--- config.mk ---
export PLATFORM = sky130hd
export DESIGN_NAME = fifo_queue_indexed_discard_unit
export DESIGN_NICKNAME = d
export VERILOG_FILES = /design/src/hdl/fqid_pkg.sv /design/src/hdl/fqid_ram.sv /design/src/hdl/fifo_queue_indexed_discard_unit.sv
export VERILOG_INCLUDE_DIRS = /design/src /design/src/hdl
export SDC_FILE = /design/constraint.sdc
export NUM_CORES = 1
export LEC_CHECK = 0
export BUFFER_PORTS_ARGS = -buffer_cell sky130_fd_sc_hd__buf_2
export CAP_MARGIN = 25
export CELL_PAD_IN_SITES_DETAIL_PLACEMENT = 0
export CELL_PAD_IN_SITES_GLOBAL_PLACEMENT = 1
export CORE_ASPECT_RATIO = 1.2
export CORE_MARGIN = 2
export CORE_UTILIZATION = 53
export CTS_BUF_LIST = sky130_fd_sc_hd__clkbuf_16
export CTS_CLUSTER_DIAMETER = 60
export DETAILED_ROUTE_END_ITERATION = 10
export PLACE_DENSITY_LB_ADDON = 0.1
export SLEW_MARGIN = 20
export SYNTH_ARGS = -nofsm -noshare
export SYNTH_HDL_FRONTEND = slang
export SYNTH_SLANG_ARGS = --single-unit
export TNS_END_PERCENT = 30
--- constraint.sdc ---
create_clock -name clock -period 4.9 [get_ports clock]
set_clock_uncertainty 0.1 [all_clocks]
set_input_delay 0.735 -clock clock [delete_from_list [all_inputs] [get_ports clock]]
set_output_delay 0.735 -clock clock [all_outputs]
set_load 0.02 [all_outputs]
--- src/hdl/fifo_queue_indexed_discard_unit_assert.svh ---
// Assertion macros for the indexed-discard queue.
`ifndef FIFO_QUEUE_INDEXED_DISCARD_UNIT_ASSERT_SVH
`define FIFO_QUEUE_INDEXED_DISCARD_UNIT_ASSERT_SVH

// Check that cons holds in the same cycle as ante.
`define FQID_ASSERT_NOW(label, ante, cons, msg) \
   label: assert property (@(posedge clock) disable iff (reset) (ante) |-> (cons)) \
      else $error(msg);

// Check that cons holds in the cycle after ante.
`define FQID_ASSERT_NEXT(label, ante, cons, msg) \
   label: assert property (@(posedge clock) disable iff (reset) (ante) |=> (cons)) \
      else $error(msg);

`endif

--- src/hdl/fqid_pkg.sv ---
// Types and codes shared by the indexed-discard queue modules.
package fqid_pkg;

   localparam logic [1:0] OP_ENQ     = 2'd0;
   localparam logic [1:0] OP_DEQ     = 2'd1;
   localparam logic [1:0] OP_DISCARD = 2'd2;

   localparam logic [1:0] ERR_OK    = 2'd0;
   localparam logic [1:0] ERR_FULL  = 2'd1;
   localparam logic [1:0] ERR_EMPTY = 2'd2;
   localparam logic [1:0] ERR_RANGE = 2'd3;

   typedef struct packed {
      logic [1:0]         req_type;
      logic signed [31:0] elem_value;
      logic [3:0]         position;
   } fqid_req_type;

   typedef struct packed {
      logic signed [31:0] head_value;
      logic [4:0]         count;
      logic               is_empty;
      logic [1:0]         error_code;
   } fqid_rsp_type;

endpackage

--- src/hdl/fqid_ram.sv ---
// Element store: one write port, one registered read port.
module fqid_ram #(
   parameter int DEPTH = 16,
   parameter int WIDTH = 32
) (
   input  logic                     clock,
   input  logic                     wr_en,
   input  logic [$clog2(DEPTH)-1:0] wr_addr,
   input  logic [WIDTH-1:0]         wr_data,
   input  logic [$clog2(DEPTH)-1:0] rd_addr,
   output logic [WIDTH-1:0]         rd_data
);

   logic [WIDTH-1:0] mem [DEPTH];
   logic [WIDTH-1:0] rd_data_ff;

   always_ff @(posedge clock) begin
      if (wr_en) begin
         mem[wr_addr] <= wr_data;
      end
      rd_data_ff <= mem[rd_addr];
   end

   assign rd_data = rd_data_ff;

endmodule

--- src/hdl/fifo_queue_indexed_discard_unit.sv ---
// Bounded queue with enqueue, dequeue and discard by position from the head.
// Enqueue, rejected and ignored items: op, head read and respond, then the strobe.
// Dequeue and discard first shift every later element one place toward the head.
// Each element moved takes a registered store read, then the write;
// busy is high until the strobe cycle, when the next item may be accepted.
// Synchronous reset empties the queue; store contents are not cleared.
`include "fifo_queue_indexed_discard_unit_assert.svh"

module fifo_queue_indexed_discard_unit #(
   parameter int DEPTH      = 16,
   parameter int ELEM_WIDTH = 32
) (
   input  logic                  clock,
   input  logic                  reset,
   input  logic                  start,
   input  fqid_pkg::fqid_req_type req_item,
   output logic                  busy,
   output logic                  rsp_valid,
   output fqid_pkg::fqid_rsp_type rsp_item
);
   import fqid_pkg::*;

   localparam int AW = $clog2(DEPTH);
   localparam int FW = $clog2(DEPTH + 1);
   localparam int CW = (FW > 4) ? FW : 4;

   typedef enum logic [2:0] {
      ST_IDLE,
      ST_OP,
      ST_SHIFT_RD,
      ST_SHIFT_WR,
      ST_READ_HEAD,
      ST_RESPOND
   } state_type;

   state_type               state_ff, state_in;
   fqid_req_type            req_ff, req_in;
   logic [FW-1:0]           fill_ff, fill_in;
   logic [AW-1:0]           idx_ff, idx_in;
   logic [1:0]              err_ff, err_in;
   logic                    rsp_valid_ff, rsp_valid_in;
   fqid_rsp_type            rsp_item_ff, rsp_item_in;

   logic                    wr_en;
   logic [AW-1:0]           wr_addr;
   logic [ELEM_WIDTH-1:0]   wr_data;
   logic [AW-1:0]           rd_addr;
   logic [ELEM_WIDTH-1:0]   rd_data;
   logic signed [ELEM_WIDTH-1:0] head_elem;
   logic                    shift_more;

   fqid_ram #(
      .DEPTH(DEPTH),
      .WIDTH(ELEM_WIDTH)
   ) u_ram (
      .clock  (clock),
      .wr_en  (wr_en),
      .wr_addr(wr_addr),
      .wr_data(wr_data),
      .rd_addr(rd_addr),
      .rd_data(rd_data)
   );

   assign head_elem  = signed'(rd_data);
   assign shift_more = (FW'(idx_ff) + FW'(1) < fill_ff);

   always_comb begin
      state_in     = state_ff;
      req_in       = req_ff;
      fill_in      = fill_ff;
      idx_in       = idx_ff;
      err_in       = err_ff;
      rsp_valid_in = 1'b0;
      rsp_item_in  = rsp_item_ff;
      wr_en        = 1'b0;
      wr_addr      = idx_ff;
      wr_data      = rd_data;
      rd_addr      = idx_ff + AW'(1);

      unique case (state_ff)
         ST_IDLE: begin
            if (start) begin
               req_in   = req_item;
               err_in   = ERR_OK;
               state_in = ST_OP;
            end
         end
         ST_OP: begin
            state_in = ST_READ_HEAD;
            unique case (req_ff.req_type)
               OP_ENQ: begin
                  if (fill_ff == FW'(DEPTH)) begin
                     err_in = ERR_FULL;
                  end else begin
                     wr_en   = 1'b1;
                     wr_addr = AW'(fill_ff);
                     wr_data = ELEM_WIDTH'(req_ff.elem_value);
                     fill_in = fill_ff + FW'(1);
                  end
               end
               OP_DEQ: begin
                  if (fill_ff == '0) begin
                     err_in = ERR_EMPTY;
                  end else begin
                     idx_in   = '0;
                     state_in = ST_SHIFT_RD;
                  end
               end
               OP_DISCARD: begin
                  if (CW'(req_ff.position) >= CW'(fill_ff)) begin
                     err_in = ERR_RANGE;
                  end else begin
                     idx_in   = AW'(req_ff.position);
                     state_in = ST_SHIFT_RD;
                  end
               end
               default: begin
                  state_in = ST_READ_HEAD;
               end
            endcase
         end
         ST_SHIFT_RD: begin
            if (shift_more) begin
               state_in = ST_SHIFT_WR;
            end else begin
               fill_in  = fill_ff - FW'(1);
               state_in = ST_READ_HEAD;
            end
         end
         ST_SHIFT_WR: begin
            wr_en    = 1'b1;
            idx_in   = idx_ff + AW'(1);
            state_in = ST_SHIFT_RD;
         end
         ST_READ_HEAD: begin
            rd_addr  = '0;
            state_in = ST_RESPOND;
         end
         ST_RESPOND: begin
            rsp_valid_in           = 1'b1;
            rsp_item_in.head_value = (fill_ff == '0) ? 32'sd0 : 32'(head_elem);
            rsp_item_in.count      = 5'(fill_ff);
            rsp_item_in.is_empty   = (fill_ff == '0);
            rsp_item_in.error_code = err_ff;
            state_in               = ST_IDLE;
         end
         default: begin
            state_in = ST_IDLE;
         end
      endcase
   end

   always_ff @(posedge clock) begin
      req_ff      <= req_in;
      idx_ff      <= idx_in;
      err_ff      <= err_in;
      rsp_item_ff <= rsp_item_in;
      if (reset) begin
         state_ff     <= ST_IDLE;
         fill_ff      <= '0;
         rsp_valid_ff <= 1'b0;
      end else begin
         state_ff     <= state_in;
         fill_ff      <= fill_in;
         rsp_valid_ff <= rsp_valid_in;
      end
   end

   assign busy      = (state_ff != ST_IDLE);
   assign rsp_valid = rsp_valid_ff;
   assign rsp_item  = rsp_item_ff;

   `FQID_ASSERT_NOW(a_fill_bound, 1'b1, fill_ff <= FW'(DEPTH), "fill above depth")
   `FQID_ASSERT_NEXT(a_accept_busy, start && !busy, busy, "no busy after accept")
   `FQID_ASSERT_NEXT(a_strobe_single, rsp_valid, !rsp_valid, "result strobe held")
   `FQID_ASSERT_NOW(a_shift_range, state_ff == ST_SHIFT_WR, shift_more, "shift beyond fill")
   `FQID_ASSERT_NEXT(a_respond_strobe, state_ff == ST_RESPOND, rsp_valid && !busy, "no strobe")

endmodule
# Word level (Yosys, flattened, before mapping)
# Memory sizes are Yosys's and may differ from the RTL's. A register that Yosys moved wholly into a read port is not among the register bits.
# Index checks and enable logic that the tools add are counted.
# totals
register_bits	93
ramBits	512
input_bits	41
out_inout_bits	42
elab_cells	82
mem_count	1
# op_classes
add_sub_neg	4
n_lt_le_gt_ge	2
n_eq_ne	19
muxes	33
reduce_logical	11
# mem_list
name	words	width	rd	rd_clocked_by_memory_dff	wr	line	rtl
u_ram.mem	16	32	1	1	1	fqid_ram.sv:14	logic [WIDTH-1:0] mem [DEPTH];
# ops
operator	n
$mux W32	3
$mux W4	6
$pmux W4 S2	2
$mux W5	3
$ne A3 B3 Y1 const B	5
$pmux W3 S5	1
$mux W3	4
$pmux W5 S2	1
$mux W2	4
$reduce_and A4 Y1	2
$eq A3 B2 Y1 const B	2
$eq A3 B3 Y1 const B	2
$ne A2 B2 Y1 const B	3
$pmux W2 S3	1
$pmux W3 S2	1
$reduce_and A6 Y1	1
$reduce_bool A2 Y1	3
$add A4 B1 Y5 const B	1
$add A5 B1 Y5 const B	1
$eq A5 B5 Y1 const B	1
$ge A4 B5 Y1	1
$logic_not A5 Y1	1
$lt A5 B5 Y1	1
$mux W1	5
14 further kinds	14

# Longest topological paths before layout
# depth
word_depth	6
mapped_depth	11
depth_no_buf	9

# Modules after synthesis
# Synthesis repeated with hierarchy kept, for this count alone.
# unflattened
hier_cells	1206
hier_area_um2	24059.3
# modules_own_cells
mod	instances	cells_per_inst	area_each_um2	seq_area_each_um2
fqid_ram	1	838	19835.3	16015.4
fifo_queue_indexed_discard_unit	1	368	4224.1	2702.6

# Worst setup path after synthesis
# No wires, ideal clock.
# synth_timing
path_type	reg-to-reg
start	register req_ff[36] (netlist bit)
end	memory u_ram.mem[4][0], enable pin
setup_time_ns	0.421
arrival_time_ns	3.118
t_required_ns	4.379
setup_slack_ns	1.261
stages_incl_launch_ff	9
n_path_buf	1
period_less_slack_ns	3.639
cell_sequence	edfxtp_1 inv_1 ha_1 inv_1 a2111oi_4 buf_4 mux2i_1 nand2_1 nor2_1
# synth_between
elab_chain_cells	5
elab_cells_between_ends	7
cone_classes	mux (6); reduce/logical (1)
# synth_lines
element	line	rtl
start: declaration	fifo_queue_indexed_discard_unit.sv:37	fqid_req_type req_ff, req_in;
start signal: assignment	fifo_queue_indexed_discard_unit.sv:154	req_ff <= req_in;
$logic_not A2 Y1 (*)	fifo_queue_indexed_discard_unit.sv:90	unique case (req_ff.req_type)
$mux W1	fifo_queue_indexed_discard_unit.sv:90	
$pmux W1 S2	fifo_queue_indexed_discard_unit.sv:80	unique case (state_ff)
$mux W1	fqid_ram.sv:18	if (wr_en) begin
$mux W1 (not written as such)	fqid_ram.sv:19	mem[wr_addr] <= wr_data;
end: declaration	fqid_ram.sv:14	
# Mark *: on every way between the ends. The rest lies on a longest branch, timed or not.

# Worst setup path after layout
# layout_timing
start	register state_ff[0]
end	memory u_ram.mem[8][28], enable pin
# layout_between
elab_chain_cells	4
elab_cells_between_ends	6
cone_classes	eq/ne (2); mux (4)
# layout_lines
element	line	rtl
start: declaration	fifo_queue_indexed_discard_unit.sv:36	state_type state_ff, state_in;
start signal: assignment	fifo_queue_indexed_discard_unit.sv:163	state_ff <= state_in;
$eq A3 B2 Y1 / $eq A3 B1 Y1 (equally long branches)	fifo_queue_indexed_discard_unit.sv:80	
$pmux W1 S2	fifo_queue_indexed_discard_unit.sv:80	
$mux W1	fqid_ram.sv:18	
$mux W1 (not written as such)	fqid_ram.sv:19	
# Several ways; a longest one is shown, not always the timed one.

==> results by stage <==
Synthesis:
- The portion of synthesized area spent on multiplexers is a little under 10%.
- The adder-cell share of the synthesized area is less than 1%.
- In this run, synthesis inferred 596 flip-flops with an integrated enable.
- In this run the mean area of a mapped cell was ~16 um2.
- The synthesized netlist devotes less than 1% of its cell area to XOR and XNOR gates.
- The post-synthesis async set-or-reset flop share is 0%.
- The summed instance area of the synthesized netlist is 25200 um2.
- The synthesized netlist contains between 50 and 60 unique library cells.
- The synthesized netlist devotes around 8.8% of its cell area to compound gates.
- The post-synthesis net count is 1630.
- By count the netlist is led by sky130_fd_sc_hd__edfxtp_1, sky130_fd_sc_hd__a21oi_1, sky130_fd_sc_hd__mux2_2, sky130_fd_sc_hd__o21ai_0, sky130_fd_sc_hd__nand2_1.
- The sequential-to-total area share from yosys stat is 74.2%.
- The post-synthesis instance total is ~1600.
- The leading register cell type out of synthesis is sky130_fd_sc_hd__edfxtp_1.
- The cell type with the highest aggregate area in the netlist is sky130_fd_sc_hd__edfxtp_1.
- The combinational family with the most area after synthesis is multiplexers.
- The synthesized netlist devotes 3.98% of its cell area to simple gates.
- Yosys attributes the largest share of cell area to sky130_fd_sc_hd__edfxtp_1, sky130_fd_sc_hd__mux2_2, sky130_fd_sc_hd__dfxtp_1.
- Among all cell types in the netlist, the one instantiated most often is sky130_fd_sc_hd__edfxtp_1.
- The warning count from the yosys run is 0.
- The number of synthesized register bits is between 600 and 700.
- Of the post-synthesis cell area, the dominant cell type holds a little under three quarters.

STA:
- Across all hold checks on the routed design, the worst slack comes to ~0.19 ns.
- The remaining max-slew budget at the tightest pin is between 30% and 40%.
- The share of the cycle needed by the critical path after routing is around 73%.
- Setup repair after global routing left no endpoint under its margin.
- Subtracting the final worst setup slack from the clock period gives approximately 3.6 ns.
- The aggregate negative setup slack is 0 ns.
- The final count of hold timing violations came to 0.
- The actual slew at the worst max-slew pin is 1.02 ns.
- The final max-slew violation count was 0.
- Based on the critical path, the design can be clocked at up to about 280 MHz.
- The final setup violation count is 0.

Pwr:
- Summing internal, switching and leakage power gives around 13 mW.
- The sequential fraction of design power is 52.0%.
- The power share of the clock group is about 37%.
- In this run the static leakage power is 9.51 nW.
- The switching part of the total power is 24.3%.
- The internal power is ~9.5 mW.
- The part of the power in combinational logic is approximately 11%.
- In this run the power density over the cells is between 400 and 500 nW/um2.
- The worst-case IR drop observed on VDD is 0.338 mV.
- For this design the total switching power over the nets is slightly above 3 mW.

Placed design:
- The count of placed standard cells including taps is ~2200.
- The number of buffer cells added on primary ports is 82.
- Detailed placement ended at an HPWL of ~34000 um.
- The congestion estimate from routability-driven global placement came to a little over 0.8.

Finish:
- The area growth from synthesis to layout is 12.8%.
- After the flow finishes, the layout carries non-filler instances totaling approximately 2300.
- The sequential cells in the finished layout cover a total of ~19000 um2.
- Measured on the finished design, the core utilization comes to between 60% and 70%.
- The number of nets in the finished design is 1720.
- The ratio of cells with drive above 1 in the final layout is between 20% and 30%.
- The filler cells instantiated in the layout total between 3000 and 4000.
- The multi-input combinational cell area is slightly above 6000 um2.

Run status:
- The run finished with clean final reports.

Global route:
- The met1 usage in global routing is 33.4%.
- The met2 track demand over resource is 39.8%.
- The number of antenna violations at the first check in global routing is 0.
- The met3 global-route usage is 3.52%.
- The maximum number of pins on one net before global-route repair is 120.
- The layer flagged by global routing as most heavily used is met2.
- The total global-route track usage is around a quarter.
- The number of global-route vias before repair is roughly 14000.
- The aggregate global routing overflow is 0.
- The first global-routing pass estimated slightly below 90000 um of wire.

Drt:
- The routed layout has between 10000 and 15000 vias.
- In the routed layout, each cell is associated on average with a via count of roughly 5.9.
- The final layout contains routed wiring with a total length of around 59000 um.
- In this run the remaining antenna-violating nets after routing total 0.
- The detailed-route wire length per cell is between 20 and 30 um.
- The number of iterations in the first detailed-routing pass is 8.
- After the first detailed-routing iteration, the DRC count stood at roughly 1100.
- The final routed DRC violation total is 0.

Critical path:
- The startpoint type of the worst setup path is a flop.
- At the worst endpoint, the arrival time is ~3.8 ns.
- The worst setup path is captured at a flop.
- The endpoint required time on the critical path is a little over 5 ns.
- Along the worst path, the maximum fanout reaches 17.
- The worst setup path is of the flop to flop kind.

Run:
- Max-cap violations in this run came to 0.

Die:
- The initial standard-cell utilization of the core is 53.7%.
- The floorplan die width is slightly above 200 um.
- The height of the die is 243 um.
- The number of rows in the core area is slightly below 90.
- The floorplan step defined a die boundary enclosing 49400 um2.
- The I/O pin count is 83.
- The core area is 47000 um2.

Clock tree:
- No sink is reached through more buffers than the 3 on the longest clock path.
- TritonCTS built the clock tree.
- The clock sink total is roughly 640.
- Post-CTS repair changed the size of 0 cells.
- The number of buffers inserted by hold repair at cts is 0.
- The cell sitting at the root of the clock tree is a sky130_fd_sc_hd__clkbuf_16.
- Clock tree synthesis inserted a total of 61 buffers.
- The clock transition at the register clock pins on the worst setup and hold paths after CTS is about 0.060 ns.
- The clock network latency to the later pin of the worst-skew pair is approximately 0.62 ns.
- Buffers added to address setup during post-CTS repair amount to 0.
- The H-tree depth is 2.

Min path:
- The type of the most critical hold path is input port to flop.
==> layout by cell type, fill, tap and decap left out, types with 4 or more instances in the layout <==
master,n
sky130_fd_sc_hd__nor3_1,5
sky130_fd_sc_hd__ha_1,16
sky130_fd_sc_hd__a21o_1,33
sky130_fd_sc_hd__buf_2,82
sky130_fd_sc_hd__a21oi_1,144
sky130_fd_sc_hd__nand3_1,41
sky130_fd_sc_hd__mux2_2,143
sky130_fd_sc_hd__buf_12,7
sky130_fd_sc_hd__nor2_4,21
sky130_fd_sc_hd__and2_1,32
sky130_fd_sc_hd__bufinv_16,7
sky130_fd_sc_hd__a211oi_1,35
sky130_fd_sc_hd__nor2_1,4
sky130_fd_sc_hd__clkinv_2,9
sky130_fd_sc_hd__o21ai_0,108
sky130_fd_sc_hd__clkinv_1,15
sky130_fd_sc_hd__mux2_1,18
sky130_fd_sc_hd__mux2i_1,65
sky130_fd_sc_hd__clkbuf_16,62
sky130_fd_sc_hd__nand2_1,76
sky130_fd_sc_hd__a32oi_1,33
sky130_fd_sc_hd__edfxtp_1,596
sky130_fd_sc_hd__dfxtp_1,41
sky130_fd_sc_hd__buf_4,31
sky130_fd_sc_hd__inv_1,39
==> critical path, cell delays in order, from the launching register on <==
cell	delay, ns
sky130_fd_sc_hd__dfxtp_1	0.51
sky130_fd_sc_hd__nand2b_1	0.27
sky130_fd_sc_hd__a2111oi_4	0.79
sky130_fd_sc_hd__mux2i_1	0.29
sky130_fd_sc_hd__nand2_1	0.26
sky130_fd_sc_hd__nor2_4	0.61
sky130_fd_sc_hd__buf_4	0.42
==> metal layers <==
layer	wire, um	up-vias	part of all wire (%)
li1	-	6276	-
met1	25400	7056	43
met2	28900	432	49
met3	2990	97	5.1
met4	1270	0	2.2
met5	0	-	0
==> path summary, 6_finish.rpt <==
kind                     start                to  slack (ns)  depth (start not counted)
setup / recovery   state_ff[0]  u_ram.mem[8][28]        1.31                          6
hold / removal    req_item[18]        req_ff[18]        0.19                          1
setup reg to reg   state_ff[0]  u_ram.mem[8][28]        1.31                          6
hold reg to reg      err_ff[1]       rsp_item[1]        0.33                          0
==> power by group through the flow <==
stage                     logic (mW)  registers, mW  clock network, mW
final                           1.40           6.50               4.60
after global routing            1.53           6.51               4.88
after CTS                       1.42           6.50               4.68
after detailed placement        1.42           6.61                  0
after global placement          1.39           6.62                  0
after floorplan                0.894           6.58                  0
==> registers in the layout, summed over array words and instances, names as in the netlist <==
signal / cells
req_ff: 38
idx_ff: 4
rsp_valid: 1
state_ff: 3
u_ram.rd_data: 32
rsp_item: 40
err_ff: 2
fill_ff: 5
u_ram.mem: 512
==> cells by family after synthesis <==
group / after synthesis
buffers and inverters: 115
AO/OA/AOI/OAI: 369
AND/OR/NAND/NOR: 204
adder cells (fa/ha/maj): 17
XOR/XNOR: 4
flip-flops: 637
multiplexers: 226
==> metrics by stage <==
stage	worst slack [ns]	cell area, um2
final	1.31	28500
after global routing	1.01	28400
after CTS	1.28	28400
after detailed placement	1.28	26500
after global placement	1.36	26400
after floorplan	1.26	25200
==> area by class of cell <==
class / instances / share of cell area (%)
flip-flops and latches: 637 / 65.8
multi-input cells: 820 / 21.5
clock buffers: 62 / 5.45
repair buffers: 120 / 2.75
well taps: 623 / 2.74
clock inverters: 52 / 1.45
inverters: 22 / 0.290
diodes: 1 / 0.00880
Note: power is estimated with default switching activity, not from simulation.
